**src/rtl/core/assert_macros.svh**
```systemverilog
// Assertion helpers shared by the RTL.
`ifndef ASSERT_MACROS_SVH
`define ASSERT_MACROS_SVH

// Plain property, checked every clock outside of reset.
`define ART_ASSERT(lbl, clk, rst_n, prop, msg) \
  lbl: assert property (@(posedge clk) disable iff (!rst_n) (prop)) else $error(msg);

// Same-cycle implication, checked outside of reset.
`define ART_ASSERT_IMP(lbl, clk, rst_n, ante, cons, msg) \
  lbl: assert property (@(posedge clk) disable iff (!rst_n) (ante) |-> (cons)) \
    else $error(msg);

`endif

```
**src/rtl/core/art_pkg.sv**
```systemverilog
package art_pkg;

  localparam int unsigned TimeW  = 32;
  localparam int unsigned PerW   = 16;
  localparam int unsigned TW     = 17;
  localparam int unsigned ModeW  = 2;
  localparam int unsigned CfgIdxW = 3;
  localparam int unsigned StepW  = 6;

  // Number of divider iterations for each job
  localparam logic [StepW-1:0] DivSteps  = 6'd32;
  localparam logic [StepW-1:0] FracSteps = 6'd17;

  // Smallest usable ramp length
  localparam logic [TimeW-1:0] MinRamp = 32'd2;

  // Config register indexes
  localparam logic [CfgIdxW-1:0] RegPeriod  = 3'd0;
  localparam logic [CfgIdxW-1:0] RegRunDur  = 3'd1;
  localparam logic [CfgIdxW-1:0] RegRampDur = 3'd2;
  localparam logic [CfgIdxW-1:0] RegReverse = 3'd3;
  localparam logic [CfgIdxW-1:0] RegMode    = 3'd4;
  localparam logic [CfgIdxW-1:0] RegLimit   = 3'd5;

  // Config reset values
  localparam logic [PerW-1:0]  PeriodRst  = 16'd40;
  localparam logic [TimeW-1:0] RunDurRst  = 32'd1000;
  localparam logic [TimeW-1:0] RampDurRst = 32'd1000;

  // Ramp modes
  localparam logic [ModeW-1:0] ModeOnce  = 2'd0;
  localparam logic [ModeW-1:0] ModeLoop  = 2'd1;
  localparam logic [ModeW-1:0] ModeSwing = 2'd2;

  // Q1.16 full scale
  localparam logic [TW-1:0] OneQ16 = 17'h10000;

  typedef struct packed {
    logic             start;
    logic [TimeW-1:0] rem_init;
    logic [TimeW-1:0] dividend;
    logic [TimeW-1:0] divisor;
    logic [StepW-1:0] steps;
  } div_req_t;

  typedef struct packed {
    logic             done;
    logic [TimeW-1:0] quot;
    logic [TimeW-1:0] rem;
  } div_rsp_t;

endpackage

```
**src/rtl/core/art_if.sv**
```systemverilog
// Tick input channel
interface art_in_if;
  logic                     valid;
  logic                     ready;
  logic [art_pkg::TimeW-1:0] now_ms;

  modport source (output valid, output now_ms, input ready);
  modport sink   (input valid, input now_ms, output ready);
endinterface

// Result channel
interface art_out_if;
  logic                   valid;
  logic                   ready;
  logic                   applied;
  logic                   first_call;
  logic                   finished;
  logic [art_pkg::TW-1:0] t_value;
  logic                   held;

  modport source (output valid, output applied, output first_call, output finished,
                  output t_value, output held, input ready);
  modport sink   (input valid, input applied, input first_call, input finished,
                  input t_value, input held, output ready);
endinterface

```
**src/rtl/core/art_div.sv**
```systemverilog
`include "assert_macros.svh"

// Restoring divider, one quotient bit per cycle. Dividend bits shift in MSB
// first behind a preloaded partial remainder.
module art_div (
  input  logic              clk,
  input  logic              rst_n,
  input  art_pkg::div_req_t req,
  output art_pkg::div_rsp_t rsp
);

  logic                              busy_r;
  logic                              done_r;
  logic [art_pkg::StepW-1:0]         cnt_r;
  logic [art_pkg::TimeW-1:0]         rem_r;
  logic [art_pkg::TimeW-1:0]         dvd_r;
  logic [art_pkg::TimeW-1:0]         den_r;
  logic [art_pkg::TimeW-1:0]         quot_r;
  logic [art_pkg::TimeW:0]           trial;
  logic [art_pkg::TimeW:0]           diff;
  logic                              ge;

  // Trial subtract of the shifted remainder
  assign trial = {rem_r, dvd_r[art_pkg::TimeW-1]};
  assign diff  = trial - {1'b0, den_r};
  assign ge    = (trial >= {1'b0, den_r});

  // Control
  always_ff @(posedge clk) begin
    if (!rst_n) begin
      busy_r <= 1'b0;
      done_r <= 1'b0;
      cnt_r  <= '0;
    end else begin
      done_r <= 1'b0;
      if (req.start) begin
        busy_r <= 1'b1;
        cnt_r  <= req.steps;
      end else if (busy_r) begin
        cnt_r <= cnt_r - 1'b1;
        if (cnt_r == art_pkg::StepW'(1)) begin
          busy_r <= 1'b0;
          done_r <= 1'b1;
        end
      end
    end
  end

  // Datapath
  always_ff @(posedge clk) begin
    if (req.start) begin
      rem_r  <= req.rem_init;
      dvd_r  <= req.dividend;
      den_r  <= req.divisor;
      quot_r <= '0;
    end else if (busy_r) begin
      rem_r  <= ge ? diff[art_pkg::TimeW-1:0] : trial[art_pkg::TimeW-1:0];
      dvd_r  <= {dvd_r[art_pkg::TimeW-2:0], 1'b0};
      quot_r <= {quot_r[art_pkg::TimeW-2:0], ge};
    end
  end

  assign rsp.done = done_r;
  assign rsp.quot = quot_r;
  assign rsp.rem  = rem_r;

  `ART_ASSERT_IMP(a_rem_below_den, clk, rst_n, busy_r, rem_r < den_r, "remainder not below divisor")
  `ART_ASSERT_IMP(a_done_idle, clk, rst_n, done_r, !busy_r && $past(busy_r), "done without a run")

endmodule

```
**src/rtl/core/animation_ramp_timer.sv**
```systemverilog
// Channel   Dir  Signals                                    Transaction
// in_chan   in   valid ready now_ms                         one tick
// out_chan  out  valid ready applied first_call finished    one result per tick
//                t_value held
// cfg       in   cfg_we cfg_index cfg_wdata                 register write, no wait
//
// One tick at a time. A tick not applied, or held in once or unused mode, ends at
// evaluation; a hold on the limit ends after e/D; once mode runs only the fraction;
// loop and swing run both (serial divider: 32 steps for e/D, 17 for the Q1.16 fraction).
// Synchronous active-low reset; no clearing pass.
// A stalled result waits in the output register; the next tick is taken once
// that result has been loaded.
`include "assert_macros.svh"

module animation_ramp_timer (
  input  logic                         clk,
  input  logic                         rst_n,
  art_in_if.sink                       in_chan,
  art_out_if.source                    out_chan,
  input  logic                         cfg_we,
  input  logic [art_pkg::CfgIdxW-1:0]  cfg_index,
  input  logic [art_pkg::TimeW-1:0]    cfg_wdata
);

  localparam logic [2:0] S_IDLE = 3'd0;
  localparam logic [2:0] S_TIME = 3'd1;
  localparam logic [2:0] S_EVAL = 3'd2;
  localparam logic [2:0] S_DIVN = 3'd3;
  localparam logic [2:0] S_MOD  = 3'd4;
  localparam logic [2:0] S_FRAC = 3'd5;
  localparam logic [2:0] S_DONE = 3'd6;

  // Config registers
  logic [art_pkg::PerW-1:0]  period_r;
  logic [art_pkg::TimeW-1:0] run_dur_r;
  logic [art_pkg::TimeW-1:0] ramp_dur_r;
  logic                      reverse_r;
  logic [art_pkg::ModeW-1:0] mode_r;
  logic [art_pkg::TimeW-1:0] limit_r;

  // Run state
  logic                      started_r;
  logic [art_pkg::TimeW-1:0] start_r;
  logic [art_pkg::TimeW-1:0] last_apply_r;
  logic [art_pkg::TW-1:0]    last_t_r;

  // Per-tick work
  logic [2:0]                state_r, state_nxt;
  logic [art_pkg::TimeW-1:0] now_r;
  logic [art_pkg::TimeW-1:0] e_r;
  logic                      applied_r;
  logic                      first_r;
  logic                      finished_r;
  logic                      held_r;

  // Output register
  logic                      out_valid_r;
  logic                      out_applied_r;
  logic                      out_first_r;
  logic                      out_finished_r;
  logic [art_pkg::TW-1:0]    out_t_r;
  logic                      out_held_r;

  // Combinational helpers
  logic [art_pkg::TimeW-1:0] d_eff;
  logic [art_pkg::TimeW-1:0] half_d;
  logic [art_pkg::TimeW-1:0] since_apply;
  logic                      is_first;
  logic                      apply_now;
  logic [art_pkg::TimeW-1:0] frac_num;
  logic [art_pkg::TimeW-1:0] frac_den;
  logic                      mod_hold;
  logic                      eval_hold;
  logic                      out_load;
  logic                      div_wait;
  logic                      div_launch;
  art_pkg::div_req_t         div_req;
  art_pkg::div_rsp_t         div_rsp;

  assign d_eff  = (ramp_dur_r < art_pkg::MinRamp) ? art_pkg::MinRamp : ramp_dur_r;
  assign half_d = {1'b0, d_eff[art_pkg::TimeW-1:1]};

  // Tick gating
  assign is_first    = !started_r;
  assign since_apply = now_r - last_apply_r;
  assign apply_now   = is_first || (since_apply >= {16'd0, period_r});

  assign eval_hold = (mode_r == art_pkg::ModeOnce) ? (e_r > d_eff)
                   : !((mode_r == art_pkg::ModeLoop) || (mode_r == art_pkg::ModeSwing));
  assign mod_hold  = (limit_r != '0) && (div_rsp.quot >= limit_r);

  // Fraction operands for the current ramp segment
  always_comb begin
    frac_num = e_r;
    frac_den = d_eff;
    if (state_r == S_EVAL) begin
      frac_num = reverse_r ? (d_eff - e_r) : e_r;
    end else if (mode_r == art_pkg::ModeLoop) begin
      frac_num = reverse_r ? (d_eff - div_rsp.rem) : div_rsp.rem;
    end else if (div_rsp.rem <= half_d) begin
      frac_num = reverse_r ? (half_d - div_rsp.rem) : div_rsp.rem;
      frac_den = half_d;
    end else begin
      frac_num = reverse_r ? (div_rsp.rem - half_d) : (d_eff - div_rsp.rem);
      frac_den = d_eff - half_d;
    end
  end

  // Divider requests: e/D outside once mode, then floor(num * 2^16 / den) with num <= den
  always_comb begin
    div_req.start    = 1'b0;
    div_req.rem_init = {1'b0, frac_num[art_pkg::TimeW-1:1]};
    div_req.dividend = {frac_num[0], {(art_pkg::TimeW-1){1'b0}}};
    div_req.divisor  = frac_den;
    div_req.steps    = art_pkg::FracSteps;
    if (state_r == S_EVAL && applied_r && !eval_hold) begin
      div_req.start = 1'b1;
      if (mode_r != art_pkg::ModeOnce) begin
        div_req.rem_init = '0;
        div_req.dividend = e_r;
        div_req.divisor  = d_eff;
        div_req.steps    = art_pkg::DivSteps;
      end
    end else if (state_r == S_MOD && !mod_hold) begin
      div_req.start = 1'b1;
    end
  end

  art_div u_div (
    .clk   (clk),
    .rst_n (rst_n),
    .req   (div_req),
    .rsp   (div_rsp)
  );

  assign out_load = (state_r == S_DONE) && (!out_valid_r || out_chan.ready);

  // Sequencer
  always_comb begin
    state_nxt = state_r;
    unique case (state_r)
      S_IDLE: if (in_chan.valid) state_nxt = S_TIME;
      S_TIME: state_nxt = S_EVAL;
      S_EVAL: begin
        if (!applied_r || eval_hold)           state_nxt = S_DONE;
        else if (mode_r == art_pkg::ModeOnce)  state_nxt = S_FRAC;
        else                                   state_nxt = S_DIVN;
      end
      S_DIVN: if (div_rsp.done) state_nxt = S_MOD;
      S_MOD:  state_nxt = mod_hold ? S_DONE : S_FRAC;
      S_FRAC: if (div_rsp.done) state_nxt = S_DONE;
      S_DONE: if (out_load) state_nxt = S_IDLE;
      default: state_nxt = S_IDLE;
    endcase
  end

  // Control state
  always_ff @(posedge clk) begin
    if (!rst_n) begin
      state_r      <= S_IDLE;
      started_r    <= 1'b0;
      start_r      <= '0;
      last_apply_r <= '0;
      last_t_r     <= '0;
      out_valid_r  <= 1'b0;
      period_r     <= art_pkg::PeriodRst;
      run_dur_r    <= art_pkg::RunDurRst;
      ramp_dur_r   <= art_pkg::RampDurRst;
      reverse_r    <= 1'b0;
      mode_r       <= art_pkg::ModeOnce;
      limit_r      <= '0;
    end else begin
      state_r <= state_nxt;

      if (cfg_we) begin
        unique case (cfg_index)
          art_pkg::RegPeriod:  period_r   <= cfg_wdata[art_pkg::PerW-1:0];
          art_pkg::RegRunDur:  run_dur_r  <= cfg_wdata;
          art_pkg::RegRampDur: ramp_dur_r <= cfg_wdata;
          art_pkg::RegReverse: reverse_r  <= cfg_wdata[0];
          art_pkg::RegMode:    mode_r     <= cfg_wdata[art_pkg::ModeW-1:0];
          art_pkg::RegLimit:   limit_r    <= cfg_wdata;
          default: ;
        endcase
      end

      if (state_r == S_TIME && apply_now) begin
        started_r    <= 1'b1;
        last_apply_r <= now_r;
        if (is_first) start_r <= now_r;
      end

      if (state_r == S_FRAC && div_rsp.done) last_t_r <= div_rsp.quot[art_pkg::TW-1:0];

      if (out_load)             out_valid_r <= 1'b1;
      else if (out_chan.ready)  out_valid_r <= 1'b0;
    end
  end

  // Tick payload
  always_ff @(posedge clk) begin
    if (state_r == S_IDLE && in_chan.valid) now_r <= in_chan.now_ms;
    if (state_r == S_TIME) begin
      applied_r <= apply_now;
      first_r   <= is_first;
      held_r    <= 1'b0;
      e_r       <= is_first ? '0 : (now_r - start_r);
    end
    if (state_r == S_EVAL) begin
      finished_r <= (run_dur_r != '0) && (e_r > run_dur_r);
      if (applied_r && eval_hold) held_r <= 1'b1;
    end
    if (state_r == S_MOD && mod_hold) held_r <= 1'b1;
    if (out_load) begin
      out_applied_r  <= applied_r;
      out_first_r    <= first_r;
      out_finished_r <= finished_r;
      out_t_r        <= last_t_r;
      out_held_r     <= held_r;
    end
  end

  assign in_chan.ready       = (state_r == S_IDLE);
  assign out_chan.valid      = out_valid_r;
  assign out_chan.applied    = out_applied_r;
  assign out_chan.first_call = out_first_r;
  assign out_chan.finished   = out_finished_r;
  assign out_chan.t_value    = out_t_r;
  assign out_chan.held       = out_held_r;

  // States that wait on or launch the divider
  assign div_wait   = (state_r == S_DIVN) || (state_r == S_FRAC);
  assign div_launch = (state_r == S_EVAL) || (state_r == S_MOD);

  `ART_ASSERT(a_t_range, clk, rst_n, last_t_r <= art_pkg::OneQ16, "ramp value above full scale")
  `ART_ASSERT_IMP(a_div_done_state, clk, rst_n, div_rsp.done, div_wait, "stray divider done")
  `ART_ASSERT_IMP(a_div_start_state, clk, rst_n, div_req.start, div_launch, "stray divider start")
  `ART_ASSERT_IMP(a_started_after_tick, clk, rst_n, state_r == S_EVAL, started_r, "no run start")

endmodule
```
**src/flat_wrapper.sv**
```systemverilog
// flat-port wrapper written by rule: the top's interface ports become plain ports
module animation_ramp_timer_flat 
  (clk, rst_n, cfg_we, cfg_index, cfg_wdata, in_chan_valid, in_chan_now_ms, in_chan_ready, out_chan_valid, out_chan_applied, out_chan_first_call, out_chan_finished, out_chan_t_value, out_chan_held, out_chan_ready);
  art_in_if in_chan_i ();
  art_out_if out_chan_i ();
  input  logic clk;
  input  logic rst_n;
  input  logic cfg_we;
  input  logic [art_pkg::CfgIdxW-1:0] cfg_index;
  input  logic [art_pkg::TimeW-1:0] cfg_wdata;
  input wire logic [$bits(in_chan_i.valid)-1:0] in_chan_valid;
  input wire logic [$bits(in_chan_i.now_ms)-1:0] in_chan_now_ms;
  output wire logic [$bits(in_chan_i.ready)-1:0] in_chan_ready;
  output wire logic [$bits(out_chan_i.valid)-1:0] out_chan_valid;
  output wire logic [$bits(out_chan_i.applied)-1:0] out_chan_applied;
  output wire logic [$bits(out_chan_i.first_call)-1:0] out_chan_first_call;
  output wire logic [$bits(out_chan_i.finished)-1:0] out_chan_finished;
  output wire logic [$bits(out_chan_i.t_value)-1:0] out_chan_t_value;
  output wire logic [$bits(out_chan_i.held)-1:0] out_chan_held;
  input wire logic [$bits(out_chan_i.ready)-1:0] out_chan_ready;
  assign in_chan_i.valid = in_chan_valid;
  assign in_chan_i.now_ms = in_chan_now_ms;
  assign in_chan_ready = in_chan_i.ready;
  assign out_chan_valid = out_chan_i.valid;
  assign out_chan_applied = out_chan_i.applied;
  assign out_chan_first_call = out_chan_i.first_call;
  assign out_chan_finished = out_chan_i.finished;
  assign out_chan_t_value = out_chan_i.t_value;
  assign out_chan_held = out_chan_i.held;
  assign out_chan_i.ready = out_chan_ready;
  animation_ramp_timer u_core (.clk(clk), .rst_n(rst_n), .in_chan(in_chan_i), .out_chan(out_chan_i), .cfg_we(cfg_we), .cfg_index(cfg_index), .cfg_wdata(cfg_wdata));
endmodule
```
**config.mk**
```make
export PLATFORM = sky130hd
export DESIGN_NAME = animation_ramp_timer_flat
export DESIGN_NICKNAME = d
export VERILOG_FILES = /design/src/rtl/core/art_pkg.sv /design/src/rtl/core/art_if.sv /design/src/rtl/core/art_div.sv /design/src/rtl/core/animation_ramp_timer.sv /design/src/flat_wrapper.sv
export VERILOG_INCLUDE_DIRS = /design/src /design/src/rtl/core
export SDC_FILE = /design/constraint.sdc
export NUM_CORES = 2
export LEC_CHECK = 0
export ABC_CLOCK_PERIOD_IN_PS = 17900
export BUFFER_PORTS_ARGS = -buffer_cell sky130_fd_sc_hd__buf_2
export CORE_ASPECT_RATIO = 1.2
export CORE_MARGIN = 8
export CORE_UTILIZATION = 40
export DETAILED_ROUTE_END_ITERATION = 10
export GPL_TIMING_DRIVEN = 0
export SYNTH_ARGS = -nofsm -noshare
export SYNTH_HDL_FRONTEND = slang
export SYNTH_SLANG_ARGS = --single-unit
```
**constraint.sdc**
```tcl
create_clock -name clk -period 17.9 [get_ports clk]
set_input_delay 1.79 -clock clk [delete_from_list [all_inputs] [get_ports clk]]
set_output_delay 1.79 -clock clk [all_outputs]
set_load 0.02 [all_outputs]
```
# Word-level counts from Yosys, hierarchy flattened
# Cells that the tools add are included.
# totals
mem_bits_rw	0
memories	0
rom_bits	0
output_inout_bits	23
latch_bits	0
inputBits	72
register_bits	426
elab_cells	145
# classes
addsub	9
n_eq_ne	18
magnitude_cmp	7
n_mux	40
n_reduce_logical	38
div	0
n_shift	0
mul	0
n_bitwise	3
# op_table
operator	count
2-to-1 mux 32 bit	16
2-to-1 mux 101 bit	2
subtractor 32 bit	5
> comparator 32 bit	2
nonzero test 32 bit	2
subtractor 32 x 31 -> 32 bit	2
greater-or-equal comparator 33 x 32 -> 1 bit	1
greater-or-equal comparator 32 x 16 -> 1 bit	1
greater-or-equal comparator 32 bit	1
<= comparator 32 x 31 -> 1 bit	1
< comparator 32 x 2 -> 1 bit (second input constant)	1
subtractor 31 x 32 -> 32 bit	1
case mux 3 bit (7 select lines)	1
2-to-1 mux 3 bit	6
equality test 3 bit (second input constant)	5
AND reduction 2 bit	7
equality test 3 x 2 -> 1 bit (second input constant)	4
2-to-1 mux 1 bit	12
2-to-1 mux 6 bit	2
logical AND 1 bit	11
equality test 3 x 1 -> 1 bit (second input constant)	2
equality test 6 x 1 -> 1 bit (second input constant)	1
zero test 1 bit	6
zero test 3 bit	2
other kinds (12)	21

# Longest topological paths before layout
# logic_depth
ltp_word	10
ltp_mapped	25
depth_no_buf	23

# Cells and area by module
# Synthesis repeated with hierarchy kept, for this count alone.
# hier_totals
hier_cells	4262
hier_area_um2	34368.0
# by_module_without_submodules
mod	seq_area_each_um2	cells_each	instances	area_per_inst_um2
animation_ramp_timer	6686.4	3570	1	27049.7
art_div	3683.5	692	1	7318.3

# Worst setup path before layout
# Ideal clock, no wire load.
# synth_timing
path_kind	reg2reg
from	register u_core.ramp_dur_r[31] in the netlist's numbering
to	register u_core.u_div.dvd_r[0] in the netlist's numbering (enable)
period_less_slack_ns	5.688
stages_incl_launch_ff	19
setup_ns	0.690
path_buffers	3
arrival_ns	4.999
setup_slack_ns	12.212
t_required_ns	17.210
path_cell_list	dfxtp_1 > clkbuf_1 > nor4_1 > nand4_1 > o21ai_0 > ha_1 > inv_1 > fa_1 > a211oi_1 > o21ai_0 > a21oi_1 > a31oi_1 > a31oi_1 > o31ai_1 > nand2_1 > o22a_1 > clkbuf_1 > buf_1 > nand2_1
# synth_between
elab_chain_cells	8
# synth_rtl
element	line_no	source
from (decl)	animation_ramp_timer.sv:36	logic [art_pkg::TimeW-1:0] ramp_dur_r;
from (signal assigned)	animation_ramp_timer.sv:168	ramp_dur_r <= art_pkg::RampDurRst;
from (signal assigned)	animation_ramp_timer.sv:179	art_pkg::RegRampDur: ramp_dur_r <= cfg_wdata;
< comparator 32 x 2 -> 1 bit	animation_ramp_timer.sv:80	assign d_eff = (ramp_dur_r < art_pkg::MinRamp) ? art_pkg::MinRamp : ramp_dur_r;
2-to-1 mux 32 bit *	animation_ramp_timer.sv:80	
> comparator 32 bit *	animation_ramp_timer.sv:88	assign eval_hold = (mode_r == art_pkg::ModeOnce) ? (e_r > d_eff)
2-to-1 mux 1 bit *	animation_ramp_timer.sv:88	
zero test 1 bit *	animation_ramp_timer.sv:116	if (state_r == S_EVAL && applied_r && !eval_hold) begin
logical AND 1 bit *	animation_ramp_timer.sv:116	
2-to-1 mux 1 bit *	animation_ramp_timer.sv:116	
nonzero test 2 bit (no line) *	n/a	
to (signal assigned)	art_div.sv:53	dvd_r <= req.dividend;
to (signal assigned)	art_div.sv:58	dvd_r <= {dvd_r[art_pkg::TimeW-2:0], 1'b0};
to (decl)	art_div.sv:16	logic [art_pkg::TimeW-1:0] dvd_r;
# Mark *: on every way between the ends. The rest lies on a longest branch, timed or not.
# A chain may end at the register's enable or synchronous reset.

==> flow_metrics.env <==
export IMPL_grt_start_max_net_pins=57
export IMPL_grt_pass1_wl_um=183000
export IMPL_total_leakage_power_nw=15.0
export IMPL_synth_edf_count=184
export IMPL_vias_per_cell=5.71
export IMPL_syn_nets=4599
export IMPL_ys_top_cells_by_area="edfxtp_1 (16%), dfxtp_1 (14%), ha_1 (13%), nand2_1 (6.9%), a21oi_1 (4.7%)"
export IMPL_cts_setup_buffers=0
export IMPL_yosys_cell_count_top_type="nand2_1"
export IMPL_status="complete, no violations"
export IMPL_nets=4748
export IMPL_min_period_ns=7.92
export IMPL_start_util=0.404
export IMPL_wl_um=123000
export IMPL_start_kind="flip-flop"
export IMPL_place_hpwl_um=99500
export IMPL_syn_inst=4178
export IMPL_fillers=8489
export IMPL_yosysTopAreaCellShare=0.164
export IMPL_fin_tns_setup_ns=0
export IMPL_crit_path_end_kind="flip-flop"
export IMPL_finalSetupViolations=0
export IMPL_synth_area_per_cell_um2=8.07
export IMPL_synthArstFlopShare=0
export IMPL_crit_slowest_cell="o21bai_1"
export IMPL_core_area_mm2=0.0835
export IMPL_cpPeakStageDelay_ns=0.99
export IMPL_path_max_fanout=11
export IMPL_yosysTopAreaCell="edfxtp_1"
export IMPL_drt_iter0_drc=2819
export IMPL_syn_to_final_growth_pct=11.0
export IMPL_drive_gt1_frac=0.0515
export IMPL_port_buffers=92
export IMPL_crit_type="reg -> reg"
export IMPL_hold_buffers=0
export IMPL_timing_rr_end="u_core.u_div.den_r[24]$_DFFE_PN_"
export IMPL_final_antenna_net_count=0
export IMPL_fin_util=0.448
export IMPL_htreeDepth=2
export IMPL_finalMaxSlewViolations=0
export IMPL_synth_seq_cells=426
export IMPL_ys_flop_type="dfxtp_1"
export IMPL_antenna_found_initial=8
export IMPL_track_usage=0.253
export IMPL_skew_ns=0.0323
export IMPL_ios=95
export IMPL_ff2ff_path_depth=17
export IMPL_hp_class="reg -> reg"
export IMPL_cts_sinks=426
export IMPL_die_y_um=334
export IMPL_slew_headroom=0.151
export IMPL_clk_latency_ns=0.63
export IMPL_power_per_cell_area_mw_per_mm2=133
export IMPL_numCtsBuffers=48
export IMPL_gp_congestion=1.05
export IMPL_grt_pass1_vias=30700
export IMPL_netlist_area_mm2=0.0337
export IMPL_yosys_warnings=0
export IMPL_ir_drop_uv=93.9
export IMPL_via_count=31400
export IMPL_r2r_start="u_core.ramp_dur_r[23]$_SDFFE_PN0P_"
export IMPL_cts_buffer_depth=3
export IMPL_yosysUniqueCellTypes=85
export IMPL_num_rows=116
export IMPL_hold_violations=0
export IMPL_clk_pin_slew_ns=0.06
export IMPL_die_area_mm2=0.0938
export IMPL_cts_resized=0
export IMPL_regToRegSetupSlack_ns=9.98
export IMPL_cts_root_buf="clkbuf_16"
export IMPL_yosysSeqAreaShare=0.308
export IMPL_wl_per_cell_um=22.3
export IMPL_endpoint="u_core.u_div.den_r[24]$_DFFE_PN_"
export IMPL_finalCritPeriodShare=0.443
export IMPL_tritoncts="yes"
export IMPL_drc=0
export IMPL_die_w_um=281
export IMPL_worst_pin_slew_ns=1.26
export IMPL_path_cells="nor4_1, nand4_1, o21bai_1, ha_1, inv_1, fa_1, a21o_1, a221oi_1, a211oi_1, a211oi_1, a21o_1, clkbuf_1, buf_2, buf_1, clkbuf_1, a21oi_1, a22oi_1"
export IMPL_firstDrtPassIters=8
export IMPL_synth_common_cells="nand2_1 (620), ha_1 (341), inv_1 (333)"
export IMPL_rsz0062_at_grt="false"
export IMPL_critical_path_arrival_ns=8.36
export IMPL_cap_violations=0
export IMPL_cp_startpoint="u_core.ramp_dur_r[23]$_SDFFE_PN0P_"
export IMPL_grt_ovfl_total=0
export IMPL_worstPathRequired_ns=18.34
export IMPL_fmaxAchievable_mhz=126
worst max-delay path, delay by kind of cell, from the launching register on:
family                     cells  cell delay (ns)
DFF                            1             0.43
AOI/OAI and AO/OA              8             3.43
and+or+nand+nor                2             0.74
buffers and inverters          5             2.40
adders and majority gates      2             0.71
through the flow:
| stage | worst slack (ns) | power [mW] | cells | hold WS (ns) | cell area [µm²] |
|---|---|---|---|---|---|
| final | 9.98 | 4.97 | 5492 | 0.427 | 37400 |
| after CTS | 10.12 | 4.94 | 5487 | 0.425 | 37400 |
| after detailed placement | 10.13 | 3.86 | 5397 | 0.413 | 35700 |
| after floorplan | 12.21 | 3.12 | 4178 | 0.400 | 33700 |
| after global placement | 8.60 | 3.84 | 5391 | 0.408 | 35600 |
| after global routing | 9.76 | 5.28 | 5488 | 0.426 | 37400 |
worst min-delay path by stage:
stage / to / start / depth (start not counted)
5_1_grt: u_core.out_chan.finished$_DFFE_PP_ / u_core.finished_r$_DFFE_PP_ / 0
6_report: u_core.out_chan.finished$_DFFE_PP_ / u_core.finished_r$_DFFE_PP_ / 0
2_1_floorplan: u_core.out_chan.finished$_DFFE_PP_ / u_core.finished_r$_DFFE_PP_ / 0
3_3_place_gp: u_core.out_chan.finished$_DFFE_PP_ / u_core.finished_r$_DFFE_PP_ / 0
4_1_cts: u_core.out_chan.finished$_DFFE_PP_ / u_core.finished_r$_DFFE_PP_ / 0
3_5_place_dp: u_core.out_chan.finished$_DFFE_PP_ / u_core.finished_r$_DFFE_PP_ / 0
logic make-up (layout without fill, tap and decap cells):
family | count (synthesis) | in the layout | share of synthesized area
AND/OR/NAND/NOR | 1288 | 1288 | 0.170
other | 0 | 4 | 0
AO/OA/AOI/OAI | 1257 | 1257 | 0.244
XOR/XNOR | 187 | 187 | 0.0486
flip-flops | 426 | 426 | 0.308
multiplexers | 109 | 109 | 0.0332
adder cells (fa/ha/maj) | 349 | 349 | 0.131
buffers and inverters | 562 | 751 | 0.0646
placed cells by master, fill, tap and decap left out, types with 94 or more instances in the layout:
cell type / synthesis / routed
nand2_1: 620 / 619
ha_1: 341 / 341
inv_1: 333 / 332
a21oi_1: 318 / 318
nor2_1: 286 / 285
dfxtp_1: 242 / 242
o21ai_0: 211 / 211
clkbuf_1: 197 / 204
edfxtp_1: 184 / 184
a21boi_0: 166 / 166
a21o_1: 127 / 127
xnor2_1: 110 / 110
mux2i_1: 104 / 104
buf_2: 1 / 94
layout make-up:
type	count	area (µm²)	area share
tap	1121	1400	0.0375
sequential	426	10400	0.277
inverter	336	1260	0.0338
antenna	4	10.0	0.000267
multi-input combinational	3190	21200	0.566
clock buffer	69	1500	0.0400
clock inverter	21	224	0.00598
timing repair buffer	99	566	0.0151
buffer	226	915	0.0244
power by group:
group          internal [mW]  leakage [nW]  total, mW  switching [mW]
clock network          0.619         0.850       1.06           0.446
logic                  0.931          10.5       2.53            1.60
registers               1.23          3.66       1.38           0.147
routing by layer:
layer	track usage	vias to the layer above	share of wire
met2	0.434	1184	0.47
met4	0.137	6	0.063
met1	0.302	14600	0.40
li1	-	15200	-
met3	0.0371	347	0.072
met5	0	-	0.00030
Power figures use the tool's default switching activity.
